$ cat src/hw/rtl/cache_line_write_buffer_unit_assert.svh
// ----------------------------------------------------------------------------
// Cache line write buffer - assertion macros
// Shared concurrent assertion helpers, clocked on clk_i, off during reset.
// ----------------------------------------------------------------------------
`ifndef CACHE_LINE_WRITE_BUFFER_UNIT_ASSERT_SVH
`define CACHE_LINE_WRITE_BUFFER_UNIT_ASSERT_SVH

// Property that must hold at every rising clock edge.
`define CWB_ASSERT(name, prop, msg) \
  name: assert property (@(posedge clk_i) disable iff (!rst_ni) (prop)) else $error(msg);

// Consequence that must hold in the cycle after the trigger.
`define CWB_ASSERT_NEXT(name, trig, cons, msg) \
  name: assert property (@(posedge clk_i) disable iff (!rst_ni) (trig) |=> (cons)) \
    else $error(msg);

`endif

$ cat src/hw/rtl/cwb_pkg.sv
// ----------------------------------------------------------------------------
// Cache line write buffer - package
// Sizes, codes, shared types and address helpers.
// ----------------------------------------------------------------------------
package cwb_pkg;

  localparam int ENTRIES    = 8;
  localparam int LINE_WORDS = 16;

  localparam int PTR_W     = $clog2(ENTRIES);
  localparam int OCC_W     = $clog2(ENTRIES + 1);
  localparam int BEAT_W    = $clog2(LINE_WORDS);
  localparam int MEM_DEPTH = ENTRIES * LINE_WORDS;
  localparam int MEM_AW    = $clog2(MEM_DEPTH);

  localparam int WORD_W    = 32;
  localparam int ADDR_W    = 32;
  localparam int OFFS_W    = 4;
  localparam int WM_W      = 4;
  localparam int HIT_IDX_W = 3;
  localparam int CFG_IDX_W = 2;
  localparam int CMP_W     = (OCC_W > WM_W) ? OCC_W : WM_W;

  typedef enum logic [1:0] {
    MODE_DRAIN  = 2'd0,
    MODE_PUSH   = 2'd1,
    MODE_LOOKUP = 2'd2,
    MODE_IDLE   = 2'd3
  } cwb_mode_e;

  // Register indexes on the config port
  localparam logic [CFG_IDX_W-1:0] CFG_HIGH_WM = CFG_IDX_W'(0);
  localparam logic [CFG_IDX_W-1:0] CFG_LOW_WM  = CFG_IDX_W'(1);

  localparam logic [WM_W-1:0] HIGH_WM_RST = WM_W'(6);
  localparam logic [WM_W-1:0] LOW_WM_RST  = WM_W'(2);

  typedef struct packed {
    logic             hit;
    logic [PTR_W-1:0] idx;
  } cwb_match_t;

  // Flat word store address of (entry, word)
  function automatic logic [MEM_AW-1:0] word_addr(logic [PTR_W-1:0]  entry,
                                                  logic [BEAT_W-1:0] word);
    word_addr = MEM_AW'(entry) * MEM_AW'(LINE_WORDS) + MEM_AW'(word);
  endfunction

  function automatic logic offs_in_line(logic [OFFS_W-1:0] offs);
    offs_in_line = (32'(offs) < 32'(LINE_WORDS));
  endfunction

endpackage

$ cat src/hw/rtl/cwb_lookup.sv
// ----------------------------------------------------------------------------
// Cache line write buffer - lookup match
// Compares all entry addresses, picks the lowest valid matching index.
// ----------------------------------------------------------------------------
module cwb_lookup import cwb_pkg::*; (
  input  logic [ENTRIES-1:0] entry_valid_i,
  input  logic [ADDR_W-1:0]  entry_addr_i [ENTRIES],
  input  logic [ADDR_W-1:0]  line_addr_i,
  output cwb_match_t         match_o
);

  logic [ENTRIES-1:0] eq;

  always_comb begin
    for (int i = 0; i < ENTRIES; i++) begin
      eq[i] = entry_valid_i[i] && (entry_addr_i[i] == line_addr_i);
    end
  end

  // Walk downward so the lowest index wins
  always_comb begin
    match_o = '0;
    for (int i = ENTRIES - 1; i >= 0; i--) begin
      if (eq[i]) begin
        match_o.hit = 1'b1;
        match_o.idx = PTR_W'(i);
      end
    end
  end

endmodule

$ cat config.mk
export PLATFORM = sky130hd
export DESIGN_NAME = cwb_lookup
export DESIGN_NICKNAME = d
export VERILOG_FILES = /design/src/hw/rtl/cache_line_write_buffer_unit_assert.svh /design/src/hw/rtl/cwb_pkg.sv /design/src/hw/rtl/cwb_lookup.sv
export SDC_FILE = /design/constraint.sdc
export NUM_CORES = 1
export LEC_CHECK = 0
export BUFFER_PORTS_ARGS = -buffer_cell sky130_fd_sc_hd__buf_2
export CAP_MARGIN = 20
export CORE_AREA = 4 4 113 115
export DETAILED_ROUTE_END_ITERATION = 10
export DIE_AREA = 0 0 117 119
export PLACE_DENSITY = 0.72
export SLEW_MARGIN = 5
export SYNTH_ARGS = -nofsm -noshare
export SYNTH_HDL_FRONTEND = slang
export SYNTH_SLANG_ARGS = --single-unit
$ cat constraint.sdc
create_clock -name vclk -period 2.1
set_input_delay 0 -clock vclk [all_inputs]
set_output_delay 0 -clock vclk [all_outputs]
set_load 0.01 [all_outputs]
==> reports/metrics.cfg <==
[synth]
syn_inst = 394
synth_area_per_cell_um2 = 8.04
synth.area.top_cells = xnor2_1 49%, xor2_1 22%, nand4_1 8.3%
synthDistinctLibCells = 28
synth_top_area_share_pct = 48.9
ys_seq_area_share_pct = 0
yosys_warnings = 0
synth_area_mm2 = 0.00317
synth_commonest_cells = 177 x xnor2_1, 78 x xor2_1, 42 x nand4_1
synthesis.nets = 690
yosys.cell_count.top_type = xnor2_1
yosys.area.top_type = xnor2_1

[clocking]
cts_hold_buf = 0
post_cts_buffers = 0

[layout]
drive_above_1_share_pct = 53.4
nFlopsAndLatches = 0
diodes = 0
syn_to_final_growth_pct = 63.6
clockBufferCount = 0
regArea_um2 = 0
fill_cells = 1207
finalNetCount = 1011
fin_util_pct = 43.9

[timing]
layout_setup_ws_ns = 0.100
hold_ws_ns = 0.467
rsz0062_at_grt = true
finalCriticalPeriod_ns = 2.00
finalHoldViolCount = 0
drv_slew = 0
timing.fmax_mhz = 500
worst_slew_pin_slew_ns = 0.388
fin_crit_sh_pct = 95.2
slew_headroom_pct = 73.9
setup_viol = 0

[setup_path]
start_kind = input pin
cp_data_required_time_ns = 2.10
crit_type = input pin to output port
critPathSlowestCell = or4_4
crit_path_max_incr_delay_ns = 0.54
crit_arrival_ns = 2.00
crit_buf_inv = 2
cpMostUsedCell = nand4_1
path_delay_family = simple AND/OR/NAND/NOR gates
cp-end-kind = output port
cp_max_fo = 7
crit_chain = clkbuf_4, xnor2_2, nand4_1, nor4_2, nand4_1, or4_4, nand2_1, a31oi_1, nor2_2, buf_2

[worst_hold_path]
hold_start = entry_valid_i[1]
hold_path.class = input pin to output port
hold_path_end = match_o[0]
hold_depth = 5

[detailed_routing]
via_count = 4031
drc_errors = 0
drtIter0Drc = 176
ant_nets = 0
finalWirelength_mm = 18.2
drtPass1Iterations = 4
wire_per_inst_um = 21.1
avgViaCountPerCell = 4.69

[floorplan]
core_area_mm2 = 0.0118
die_area_mm2 = 0.0139
initial_core_util_pct = 26.8
std_cell_rows = 40
dieHeight_um = 119
ios = 300
fp.dieW_um = 117

[flow_run]
drv_cap = 0

[global_routing]
grt_pass1_vias = 4208
grt_pass1_wl_mm = 24.6
grt_max_degree = 9
antenna_found_initial = 0
grtUsageTotal_pct = 24.1
grt_overflow = 0

[place]
numPortBuffers = 300
dp_hpwl_mm = 16.4
routabilityCongestion = 0.889
pre_cts_ws_ns = -0.183

[outcome]
status = complete, no violations

[power]
leakagePower_nw = 2.36
ir_worst_vdd_uv = 104
power.density_mw_per_mm2 = 212

worst max path at each step:
| stage | depth (start not counted) | slack [ns] | startpoint | endpoint |
|---|---|---|---|---|
| 6_report | 10 | 0.10 | line_addr_i[3] | match_o[1] |
| 3_3_place_gp | 11 | -0.14 | line_addr_i[19] | match_o[0] |
| 3_5_place_dp | 12 | -0.18 | line_addr_i[28] | match_o[0] |
| 5_1_grt | 10 | -0.02 | line_addr_i[23] | match_o[1] |
| 2_1_floorplan | 9 | 0.51 | line_addr_i[29] | match_o[0] |
| 4_1_cts | 11 | 0.003 | line_addr_i[19] | match_o[0] |
kinds of logic after synthesis:
logic type / after synthesis / synth area share (%)
AO/OA/AOI/OAI: 4 / 0.987
AND/OR/NAND/NOR: 101 / 20.6
buffers and inverters: 33 / 7.46
XOR/XNOR: 256 / 71.0
per-layer routing:
layer  vias up  share of wire, %  GRT usage (%)
met3        21               7.9           2.85
met5         -                 0              0
met2       226                49           42.8
met1      1820                40           30.8
li1       1964                 -              -
met4         0               2.4           5.23
what timing repair did:
action	4_1_cts	5_1_grt
resized for setup	5	25
pin swaps	1	14
endpoints found under the setup margin	4	4
worst min-delay path, stage by stage:
cell and delay (ns):
buf_2 0.10, nand4_1 0.06, or4_4 0.14, a21oi_2 0.04, buf_2 0.13
layout by cell type (no fill, tap or decap):
cell and instances:
buf_2 292, xnor2_1 169, xor2_1 78, buf_4 49, nand4_1 42, nor4_1 17, xnor2_2 9, clkbuf_4 8
nand3_1 7, nor4_2 7, nor3_1 5, nand2_1 4, nand3_2 3, or4_4 3, and3_1 3, nor4_4 2
nand2b_4 1, nand4_2 1, nand3_4 1, nand2b_1 1, nand3b_1 1, nor3b_1 1, a31oi_1 1, nor2_2 1
inv_1 1, a21boi_0 1, o21ai_2 1, a21oi_2 1, or3_1 1, buf_6 1, buf_12 1
power breakdown:
part           total, mW  leakage (nW)  internal, mW  switching (mW)
combinational       1.10          2.36         0.578           0.521
clock                  0             0             0               0
sequential             0             0             0               0
cell type report:
cell class | instances | area [um2] | area share (%)
Inverter | 1 | 3.75 | 0.0724
Timing Repair Buffer | 351 | 1920 | 37.1
Multi-Input combinational cell | 361 | 3080 | 59.3
Tap cell | 147 | 184 | 3.55
metrics by stage:
| stage | cells | power [mW] | instance area (um2) | TNS [ns] |
|---|---|---|---|---|
| floorplan | 394 | 0.560 | 3170 | 0 |
| global placement | 860 | 1.06 | 5020 | -0.302 |
| detailed placement | 860 | 1.06 | 5020 | -0.438 |
| CTS | 860 | 1.07 | 5050 | 0 |
| global route | 860 | 1.18 | 5180 | -0.0267 |
| finish | 860 | 1.10 | 5180 | 0 |
Power figures use the tool's default switching activity.
